<file path="src/rtl/bsbt_pkg.sv">
// ----------------------------------------------------------------------------
// Block slot barrier tracker package
// Shared constants, command and status codes, and the word types of both
// channels.
// ----------------------------------------------------------------------------
package bsbt_pkg;

    // Default configuration.
    localparam int DEF_SUBCORES          = 4;
    localparam int DEF_WARPS_PER_SUBCORE = 8;
    localparam int DEF_BLOCK_SLOTS       = 8;
    localparam int DEF_PC_BITS           = 32;
    localparam int DEF_HW_WARPS          = 32;

    // Commands.
    localparam logic [1:0] CMD_ARRIVE  = 2'd0;
    localparam logic [1:0] CMD_BARRIER = 2'd1;
    localparam logic [1:0] CMD_END     = 2'd2;
    localparam logic [1:0] CMD_NONE    = 2'd3;

    // Status codes.
    localparam logic [1:0] STATUS_OK          = 2'd0;
    localparam logic [1:0] STATUS_NO_WARP     = 2'd1;
    localparam logic [1:0] STATUS_BAD_SLOT    = 2'd2;
    localparam logic [1:0] STATUS_PC_MISMATCH = 2'd3;

    typedef struct packed {
        logic [1:0]  cmd;
        logic [1:0]  subcore_index;
        logic [2:0]  local_warp;
        logic [2:0]  slot_index;
        logic [4:0]  warp_in_block;
        logic [31:0] barrier_pc;
    } in_word_t;

    typedef struct packed {
        logic [1:0]  status;
        logic [4:0]  assigned_warp;
        logic        hold_valid;
        logic [4:0]  hold_warp;
        logic [31:0] release_mask;
        logic        finish_valid;
        logic [2:0]  finish_slot;
        logic [4:0]  finish_warp;
        logic        slot_freed;
    } out_word_t;

    // Result of the round-robin idle warp search.
    typedef struct packed {
        logic       found;
        logic [4:0] warp;
    } pick_t;

endpackage

</file>
<file path="src/rtl/bsbt_ram.sv">
// ----------------------------------------------------------------------------
// Generic single-port-write RAM
// One write port and one read port with registered read data.
// ----------------------------------------------------------------------------
module bsbt_ram #(
    parameter int WIDTH = 8,
    parameter int DEPTH = 8,
    localparam int AW   = (DEPTH > 1) ? $clog2(DEPTH) : 1
) (
    input  logic             aclk,
    input  logic             we,
    input  logic [AW-1:0]    waddr,
    input  logic [WIDTH-1:0] wdata,
    input  logic             re,
    input  logic [AW-1:0]    raddr,
    output logic [WIDTH-1:0] rdata
);

    logic [WIDTH-1:0] mem [DEPTH];
    logic [WIDTH-1:0] rdata_reg;

    always_ff @(posedge aclk) begin
        if (we) begin
            mem[waddr] <= wdata;
        end
        if (re) begin
            rdata_reg <= mem[raddr];
        end
    end

    assign rdata = rdata_reg;

endmodule

</file>
<file path="src/rtl/bsbt_warp_pick.sv">
// ----------------------------------------------------------------------------
// Round-robin idle warp picker
// Finds the first idle hardware warp after the last one assigned, wrapping
// round the pool.
// ----------------------------------------------------------------------------
module bsbt_warp_pick #(
    parameter int HW_WARPS = bsbt_pkg::DEF_HW_WARPS
) (
    input  logic [31:0]    busy_mask,
    input  logic [4:0]     last_warp,
    output bsbt_pkg::pick_t pick
);

    localparam logic [31:0] HW_MASK    = 32'((64'd1 << HW_WARPS) - 64'd1);
    localparam logic [4:0]  START_WRAP = 5'(32 % HW_WARPS);

    logic [31:0] free_bits;
    logic [4:0]  start;
    logic [31:0] upper;
    logic [31:0] sel;
    logic [31:0] lowest;
    logic [4:0]  idx;

    assign free_bits = ~busy_mask & HW_MASK;

    // The reset value of the last warp sits outside a small pool, so it wraps
    // by the constant remainder.
    always_comb begin
        priority if (last_warp == 5'd31) begin
            start = START_WRAP;
        end else if (32'(last_warp) + 32'd1 == 32'(HW_WARPS)) begin
            start = 5'd0;
        end else begin
            start = last_warp + 5'd1;
        end
    end

    assign upper  = free_bits & ~((32'd1 << start) - 32'd1);
    assign sel    = (|upper) ? upper : free_bits;
    assign lowest = sel & (~sel + 32'd1);

    always_comb begin
        idx = 5'd0;
        for (int i = 0; i < 32; i++) begin
            if (lowest[i]) begin
                idx = idx | 5'(i);
            end
        end
    end

    assign pick.found = |free_bits;
    assign pick.warp  = idx;

endmodule

</file>
<file path="src/rtl/block_slot_barrier_tracker.sv">
// ----------------------------------------------------------------------------
// Block slot barrier tracker
// Tracks thread blocks in the block slots of a GPU core: warp arrival,
// barrier synchronisation and warp end, one command word at a time.
// ----------------------------------------------------------------------------
// Flow: the slot entry is read when a command word is taken, then updated and
// written as the result word enters the output register, stalled until that
// register is free. A new word is taken only after that read-modify-write.
// Reset: valid bits of all slots, the warp busy mask and the output are
// cleared at once and the last assigned warp is set to 31; no clearing pass.
// ----------------------------------------------------------------------------
module block_slot_barrier_tracker #(
    parameter int SUBCORES          = bsbt_pkg::DEF_SUBCORES,
    parameter int WARPS_PER_SUBCORE = bsbt_pkg::DEF_WARPS_PER_SUBCORE,
    parameter int BLOCK_SLOTS       = bsbt_pkg::DEF_BLOCK_SLOTS,
    parameter int PC_BITS           = bsbt_pkg::DEF_PC_BITS
) (
    input  logic                aclk,
    input  logic                aresetn,
    input  logic                s_valid,
    output logic                s_ready,
    input  bsbt_pkg::in_word_t  s_data,
    output logic                m_valid,
    input  logic                m_ready,
    output bsbt_pkg::out_word_t m_data
);

    // The pool holds at most 32 hardware warps, and the three-bit slot index
    // reaches at most eight slots, so storage is sized to what can be named.
    localparam int HW_WARPS = (SUBCORES * WARPS_PER_SUBCORE > 32) ? 32
                                                                  : SUBCORES * WARPS_PER_SUBCORE;
    localparam int SLOT_D   = (BLOCK_SLOTS > 8) ? 8 : BLOCK_SLOTS;
    localparam int AW       = (SLOT_D > 1) ? $clog2(SLOT_D) : 1;
    localparam int PC_W     = (PC_BITS > 32) ? 32 : PC_BITS;
    localparam logic [31:0] HW_MASK = 32'((64'd1 << HW_WARPS) - 64'd1);

    // Sequencer states: waiting for a word, or updating the slot entry.
    localparam logic ST_IDLE = 1'b0;
    localparam logic ST_EXEC = 1'b1;

    // One slot entry as held in the RAM.
    typedef struct packed {
        logic            open;
        logic [5:0]      count;
        logic [31:0]     arrived;
        logic [31:0]     running;
        logic [PC_W-1:0] pc;
    } entry_t;

    localparam int ENTRY_W = $bits(entry_t);

    logic                state_reg;
    logic                state_next;
    bsbt_pkg::in_word_t  item_reg;
    logic [SLOT_D-1:0]   slot_valid_reg;
    logic [31:0]         busy_reg;
    logic [31:0]         busy_next;
    logic [4:0]          last_reg;
    logic [4:0]          last_next;
    logic                m_valid_reg;
    bsbt_pkg::out_word_t m_data_reg;

    logic                accept;
    logic                out_free;
    logic                out_load;
    logic [ENTRY_W-1:0]  ram_rdata;
    logic [AW-1:0]       item_addr;
    entry_t              entry_cur;
    entry_t              entry_new;
    logic                entry_we;
    bsbt_pkg::pick_t     pick;
    bsbt_pkg::out_word_t res;

    logic                slot_ok;
    logic                warp_ok;
    logic [7:0]          hw_full;
    logic [31:0]         hbit;
    logic [31:0]         win;
    logic [31:0]         wib_bit;
    logic [31:0]         arrived_upd;
    logic [PC_W-1:0]     item_pc;
    logic [5:0]          count_dec;

    // ------------------------------------------------------------------------
    // Handshake. A new word is taken whenever no entry update is in flight,
    // even while the previous result still waits in the output register; the
    // update then stalls until that register frees up.
    // ------------------------------------------------------------------------
    assign s_ready  = (state_reg == ST_IDLE);
    assign accept   = s_valid && s_ready;
    assign out_free = !m_valid_reg || m_ready;
    assign out_load = (state_reg == ST_EXEC) && out_free;

    always_comb begin
        state_next = state_reg;
        unique case (state_reg)
            ST_IDLE: begin
                if (accept) begin
                    state_next = ST_EXEC;
                end
            end
            ST_EXEC: begin
                if (out_free) begin
                    state_next = ST_IDLE;
                end
            end
            default: begin
                state_next = ST_IDLE;
            end
        endcase
    end

    // ------------------------------------------------------------------------
    // Slot RAM. The read is issued at the accepting edge and its data is held
    // until the next accept, so a stalled update still sees it. The write at
    // the end of the update lands before the next word can be read, so two
    // commands to the same slot never overlap and no forwarding is needed.
    // ------------------------------------------------------------------------
    assign item_addr = item_reg.slot_index[AW-1:0];

    bsbt_ram #(
        .WIDTH (ENTRY_W),
        .DEPTH (SLOT_D)
    ) u_slot_ram (
        .aclk  (aclk),
        .we    (entry_we),
        .waddr (item_addr),
        .wdata (entry_new),
        .re    (accept),
        .raddr (s_data.slot_index[AW-1:0]),
        .rdata (ram_rdata)
    );

    // An entry never written since reset reads as a closed, empty slot.
    assign slot_ok   = (32'(item_reg.slot_index) < 32'(BLOCK_SLOTS));
    assign entry_cur = (slot_ok && slot_valid_reg[item_addr]) ? entry_t'(ram_rdata)
                                                              : entry_t'('0);

    // ------------------------------------------------------------------------
    // Warp decode and the idle warp search.
    // ------------------------------------------------------------------------
    assign hw_full = 8'(item_reg.subcore_index) * 8'(WARPS_PER_SUBCORE)
                   + 8'(item_reg.local_warp);
    assign warp_ok = (32'(item_reg.subcore_index) < 32'(SUBCORES))
                  && (32'(item_reg.local_warp) < 32'(WARPS_PER_SUBCORE))
                  && (32'(hw_full) < 32'(HW_WARPS));
    assign hbit    = warp_ok ? (32'd1 << hw_full[4:0]) : 32'd0;

    assign win       = (entry_cur.count >= 6'd32) ? 32'hFFFF_FFFF
                                                  : ((32'd1 << entry_cur.count[4:0]) - 32'd1);
    assign wib_bit   = 32'd1 << item_reg.warp_in_block;
    assign arrived_upd = entry_cur.arrived | wib_bit;
    assign item_pc   = item_reg.barrier_pc[PC_W-1:0];
    assign count_dec = entry_cur.count - 6'd1;

    bsbt_warp_pick #(
        .HW_WARPS (HW_WARPS)
    ) u_warp_pick (
        .busy_mask (busy_reg),
        .last_warp (last_reg),
        .pick      (pick)
    );

    // ------------------------------------------------------------------------
    // Command execution: the entry is modified and the result word formed.
    // ------------------------------------------------------------------------
    always_comb begin
        entry_new = entry_cur;
        entry_we  = 1'b0;
        busy_next = busy_reg;
        last_next = last_reg;
        res       = '0;
        res.status = bsbt_pkg::STATUS_OK;

        priority if (item_reg.cmd == bsbt_pkg::CMD_NONE) begin
            // CMD_NONE: nothing changes.
        end else if (!slot_ok) begin
            res.status = bsbt_pkg::STATUS_BAD_SLOT;
        end else if (item_reg.cmd == bsbt_pkg::CMD_ARRIVE) begin
            if (!pick.found) begin
                res.status = bsbt_pkg::STATUS_NO_WARP;
            end else begin
                last_next = pick.warp;
                busy_next = busy_reg | (32'd1 << pick.warp);
                // Opening a closed slot starts it from empty; the barrier pc
                // is left as it was.
                if (!entry_cur.open) begin
                    entry_new.open    = 1'b1;
                    entry_new.count   = 6'd0;
                    entry_new.arrived = 32'd0;
                    entry_new.running = 32'd0;
                end
                entry_new.running = entry_new.running | (32'd1 << pick.warp);
                entry_new.count   = entry_new.count + 6'd1;
                entry_we          = 1'b1;
                res.assigned_warp = pick.warp;
            end
        end else if (!warp_ok || !entry_cur.open || entry_cur.count == 6'd0
                     || (entry_cur.running & hbit) == 32'd0) begin
            res.status = bsbt_pkg::STATUS_BAD_SLOT;
        end else if (item_reg.cmd == bsbt_pkg::CMD_BARRIER) begin
            priority if (entry_cur.count == 6'd1) begin
                // A block of one warp never waits at a barrier.
            end else if ((entry_cur.arrived & win) == 32'd0) begin
                // First warp to reach the barrier records its pc.
                entry_new.arrived = arrived_upd;
                entry_new.pc      = item_pc;
                entry_we          = 1'b1;
                res.hold_valid    = 1'b1;
                res.hold_warp     = hw_full[4:0];
            end else if (entry_cur.pc != item_pc) begin
                res.status = bsbt_pkg::STATUS_PC_MISMATCH;
            end else begin
                entry_new.arrived = arrived_upd;
                entry_we          = 1'b1;
                res.hold_valid    = 1'b1;
                res.hold_warp     = hw_full[4:0];
                // Last arrival: release every running warp of the block.
                if ((arrived_upd & win) == win) begin
                    entry_new.arrived = 32'd0;
                    res.release_mask  = entry_cur.running;
                end
            end
        end else begin
            res.finish_valid  = 1'b1;
            res.finish_slot   = item_reg.slot_index;
            res.finish_warp   = item_reg.warp_in_block;
            entry_new.count   = count_dec;
            entry_new.running = entry_cur.running & ~hbit;
            busy_next         = busy_reg & ~hbit;
            entry_we          = 1'b1;
            if (count_dec == 6'd0) begin
                entry_new.open    = 1'b0;
                entry_new.arrived = 32'd0;
                res.slot_freed    = 1'b1;
            end
        end

        // Only commit the update once the result can be handed over.
        entry_we = entry_we && out_load;
    end

    // ------------------------------------------------------------------------
    // Registers.
    // ------------------------------------------------------------------------
    always_ff @(posedge aclk) begin
        if (!aresetn) begin
            state_reg      <= ST_IDLE;
            slot_valid_reg <= '0;
            busy_reg       <= 32'd0;
            last_reg       <= 5'd31;
            m_valid_reg    <= 1'b0;
        end else begin
            state_reg <= state_next;
            if (out_load) begin
                busy_reg    <= busy_next;
                last_reg    <= last_next;
                m_valid_reg <= 1'b1;
            end else if (m_ready) begin
                m_valid_reg <= 1'b0;
            end
            if (entry_we) begin
                slot_valid_reg[item_addr] <= 1'b1;
            end
        end
    end

    always_ff @(posedge aclk) begin
        if (accept) begin
            item_reg <= s_data;
        end
        if (out_load) begin
            m_data_reg <= res;
        end
    end

    assign m_valid = m_valid_reg;
    assign m_data  = m_data_reg;

    // ------------------------------------------------------------------------
    // Assertions.
    // ------------------------------------------------------------------------
    a_busy_in_pool: assert property (@(posedge aclk) disable iff (!aresetn)
        (busy_reg & ~HW_MASK) == 32'd0)
        else $error("busy mask holds a warp outside the pool");

    a_load_gives_word: assert property (@(posedge aclk) disable iff (!aresetn)
        out_load |=> m_valid)
        else $error("finished update did not present a result word");

    a_release_with_hold: assert property (@(posedge aclk) disable iff (!aresetn)
        (out_load && res.release_mask != 32'd0) |-> res.hold_valid)
        else $error("release without the releasing warp being held");

    a_assigned_busy: assert property (@(posedge aclk) disable iff (!aresetn)
        (out_load && item_reg.cmd == bsbt_pkg::CMD_ARRIVE
         && res.status == bsbt_pkg::STATUS_OK)
        |=> busy_reg[$past(res.assigned_warp)])
        else $error("assigned warp not marked busy");

    a_no_accept_in_update: assert property (@(posedge aclk) disable iff (!aresetn)
        (accept && !out_free) |=> !s_ready)
        else $error("new word taken while an update is stalled");

endmodule
</file>
<file path="config.mk">
export PLATFORM = sky130hd
export DESIGN_NAME = block_slot_barrier_tracker
export DESIGN_NICKNAME = d
export VERILOG_FILES = /design/src/rtl/bsbt_pkg.sv /design/src/rtl/bsbt_ram.sv /design/src/rtl/bsbt_warp_pick.sv /design/src/rtl/block_slot_barrier_tracker.sv
export SDC_FILE = /design/constraint.sdc
export NUM_CORES = 1
export LEC_CHECK = 0
export CORE_ASPECT_RATIO = 1.5
export CORE_MARGIN = 5
export CORE_UTILIZATION = 60
export CTS_BUF_LIST = sky130_fd_sc_hd__clkbuf_8
export DETAILED_ROUTE_END_ITERATION = 8
export DONT_BUFFER_PORTS = 1
export GPL_TIMING_DRIVEN = 0
export PLACE_DENSITY = 0.88
export SYNTH_ARGS = -nofsm -noshare
export SYNTH_HDL_FRONTEND = slang
export SYNTH_SLANG_ARGS = --single-unit
export TNS_END_PERCENT = 100
</file>
<file path="constraint.sdc">
create_clock -name aclk -period 22.5 [get_ports aclk]
set_input_delay 6.75 -clock aclk [delete_from_list [all_inputs] [get_ports aclk]]
set_output_delay 6.75 -clock aclk [all_outputs]
set_load 0.05 [all_outputs]
</file>
==> summary.md <==
| Metric | Value |
|---|---|
| Per-cell routed wire length | `33.61 um` |
| Post-synth ARST share | `0%` |
| Drt drc | `0` |
| Final clock skew | `0.05955 ns` |
| Met1 usage | `41.28%` |
| Area delta synth->final | `11.04%` |
| Vias in the first global route | `32,860` |
| Fin crit share | `roughly 46%` |
| Layout Nets | `3,478` |
| Post-Syn Instances | `approximately 3,200` |
| Total chip power | `4.047 mW` |
| Starting density of the core | `60.38%` |
| Met3 usage | `7.273%` |
| Post-DP HPWL | `107,300 um` |
| Port bufs | `0` |
| Setup violators final | `0` |
| Core area | `~0.08 mm2` |
| Status | `complete, but fails checks` |
| EDFF count, synth | `1,029` |
| Antenna violations before repair | `3` |
| Comb power frac | `7.6%` |
| Yosys reg bits | `1,076` |
| Detailed Route Iter0 Violations | `4,922` |
| CP max-delay cell | `nor3_2` |
| Critical Path AT | `between 10 and 15 ns` |
| Die footprint | `0.08616 mm2` |
| Clock transition at path regs | `~0.070 ns` |
| Post-synthesis cell area | `0.04817 mm2` |
| Seq/Total Area, Yosys | `66.11%` |
| Max reg flops | `824` |
| Antenna Nets Post-Route | `0` |
| Largest net degree at the start of global routing | `42` |
| Total track usage | `between 30% and 40%` |
| Hold Path Class | `reg -> reg` |
| Worst-path maximum fanout | `10` |
| # IOs | `108` |
| Routed Wire Length | `153,400 um` |
| Die width | `241.3 um` |
| Most common cell after layout, fill and taps aside | `edfxtp_1` |
| Hold Buf Count CTS | `0` |
| Post-cts sizing count | `0` |
| Pwr Density | `75.66 mW/mm2` |
| CTS tree | `done` |
| Most Crowded Layer GR | `met2` |
| Yosys warns | `0` |
| Failing checks | `capacitance limit, slew limit` |
| Slew HR | `-1.845%` |
| Min cycle time layout | `10.46 ns` |
| TritonCTS buffer count | `~150` |
| Top FF cell, synth | `edfxtp_1` |
| Post-CTS Setup Bufs | `0` |
| Sw Ratio | `25.39%` |
| Layout cells sized above 1 | `between 10% and 20%` |
| VDD IR max | `roughly 0.00006 V` |
| Clk root buf | `clkbuf_8` |
| Final Hold Viols | `0` |
| Placer congestion estimate | `1.061` |
| Vias per std cell | `7.212` |
| Max_cap viols | `2` |
| Critical path launch point type | `flip-flop` |
| RSZ-0062 raised after global routing | `no` |
| Cell Rows | `127` |
| Slew @ Worst Pin | `1.528 ns` |
| GRT overflow | `0` |
| Clock network power share | `36.6%` |
| Chip Height | `roughly 360 um` |
| Vias | `32,920` |
| # clock sinks | `1,076` |
| Final Max Slew Viols | `11` |
| Achievable Freq | `0.09562 GHz` |
| H-tree lvl count | `4` |
| Placed cell area | `approximately 0.051 mm2` |
| Global Route met2 Usage | `58.32%` |
| Sw Pwr | `1.027 mW` |
| Commonest non-fill, non-tap cells in the layout | `edfxtp_1 (1,029), nand2_1 (258), mux4_2 (208)` |
| Synthesized Nets | `3,262` |
| TritonRoute pass-1 iters | `7` |
| Clock buffer depth | `3` |
| First-pass GRT wire length | `220,700 um` |
| Worst skew pair latency | `0.89 ns` |
| Design area | `0.05348 mm2` |
| CP Capture Type | `flip-flop` |
| CP required | `roughly 23 ns` |
| Yosys cell types | `around 130` |
| Syn_area_per_cell | `roughly 15 um2` |
| Critical Path Max Stage Delay | `0.89 ns` |
| Internal cell power | `around 3.0 mW` |
| Leading area contributor after synthesis | `edfxtp_1` |
| Leading post-synthesis cells by cell area | `edfxtp_1 (64%), mux4_2 (9.7%), mux2_2 (2.5%), nand2_1 (2.0%), dfxtp_1 (2.0%)` |
| Top cell type's share of synthesized area | `between 60% and 70%` |
| Flop pwr share | `around 56%` |
| Critical path class | `reg -> reg` |
| Static leakage | `18.61 nW` |
[routing by layer]
layer / up-vias / share of wire [%]
met5: - / 0.0078
met2: 2871 / 49
li1: 13290 / -
met4: 2 / 9.3
met1: 15970 / 31
met3: 784 / 10
[power by group through the flow]
stage	sequential, mW	combinational [mW]	clock [mW]
after global routing	2.25	0.319	1.59
after CTS	2.25	0.297	1.49
final	2.26	0.309	1.48
after detailed placement	2.30	0.295	0
after floorplan	2.28	0.192	0
after global placement	2.31	0.283	0
[kinds of logic after synthesis]
| logic type | count (synthesis) | synth area share (%) |
|---|---|---|
| adders and majority gates | 17 | 0.4390 |
| and+or+nand+nor | 844 | 8.824 |
| xor gates and xnor gates | 36 | 0.6546 |
| DFF | 1076 | 66.11 |
| AOI/OAI and AO/OA | 653 | 9.362 |
| muxes | 327 | 12.49 |
| buffers and inverters | 242 | 2.122 |
[stage by stage]
| step | worst slack, ns | TNS (ns) | utilization [%] | std cells | hold WS, ns |
|---|---|---|---|---|---|
| final | 12.04 | 0 | 67.05 | 4564 | 0.4812 |
| after global placement | -1.135 | -206.36 | 62.00 | 4227 | 0.4427 |
| after CTS | 12.46 | 0 | 67.05 | 4563 | 0.4703 |
| after global routing | 11.99 | 0 | 67.05 | 4564 | 0.5062 |
| after floorplan | 6.689 | 0 | - | 3195 | 0.4145 |
| after detailed placement | 11.56 | 0 | 63.43 | 4290 | 0.4567 |
[synthesized netlist by cell type, types with 19 or more instances]
| library cell | number |
|---|---|
| a21o_1 | 20 |
| o32ai_1 | 19 |
| a31oi_1 | 57 |
| nand3_1 | 71 |
| buf_1 | 24 |
| nand2_1 | 258 |
| buf_2 | 28 |
| nor2_1 | 177 |
| nand2b_1 | 19 |
| nor3_1 | 83 |
| dfxtp_1 | 47 |
| o22ai_1 | 22 |
| edfxtp_1 | 1029 |
| o211ai_1 | 28 |
| nand4_1 | 36 |
| o21ai_0 | 155 |
| a21oi_1 | 112 |
| mux2_2 | 106 |
| and2_1 | 39 |
| and3_1 | 26 |
| inv_1 | 37 |
| clkbuf_1 | 135 |
| mux4_2 | 208 |
| xnor2_1 | 27 |
[path summary, 6_finish.rpt]
check,depth (start not counted),to,start,slack [ns]
setup / recovery,29,u_slot_ram.mem[1][40]$_DFFE_PP_,item_addr[2]$_DFFE_PP_,12.04
hold / removal,2,slot_valid_reg[6]$_SDFFE_PN0P_,slot_valid_reg[6]$_SDFFE_PN0P_,0.48
setup reg to reg,29,u_slot_ram.mem[1][40]$_DFFE_PP_,item_addr[2]$_DFFE_PP_,12.04
hold reg to reg,2,slot_valid_reg[6]$_SDFFE_PN0P_,slot_valid_reg[6]$_SDFFE_PN0P_,0.48
[cell type report]
cell class                      count  area (um2)
Multi-Input combinational cell   1877       15370
Tap cell                         1032        1291
Fill cell                        5178       26290
Clock buffer                      154        2120
Inverter                           39       146.4
Buffer                            203       875.8
Timing Repair Buffer               63        1079
Antenna cell                        1       2.502
Sequential cell                  1076       31840
Clock inverter                    119       763.2
[critical path, delay by kind of cell, from the launching register on]
kind                       cells  cell delay (ns)
and+or+nand+nor                8             3.04
buffers and inverters         11             3.36
DFF                            1             0.63
AOI/OAI and AO/OA              5             1.69
adders and majority gates      3             0.84
muxes                          2             0.58
(Power assumes the default switching activity.)
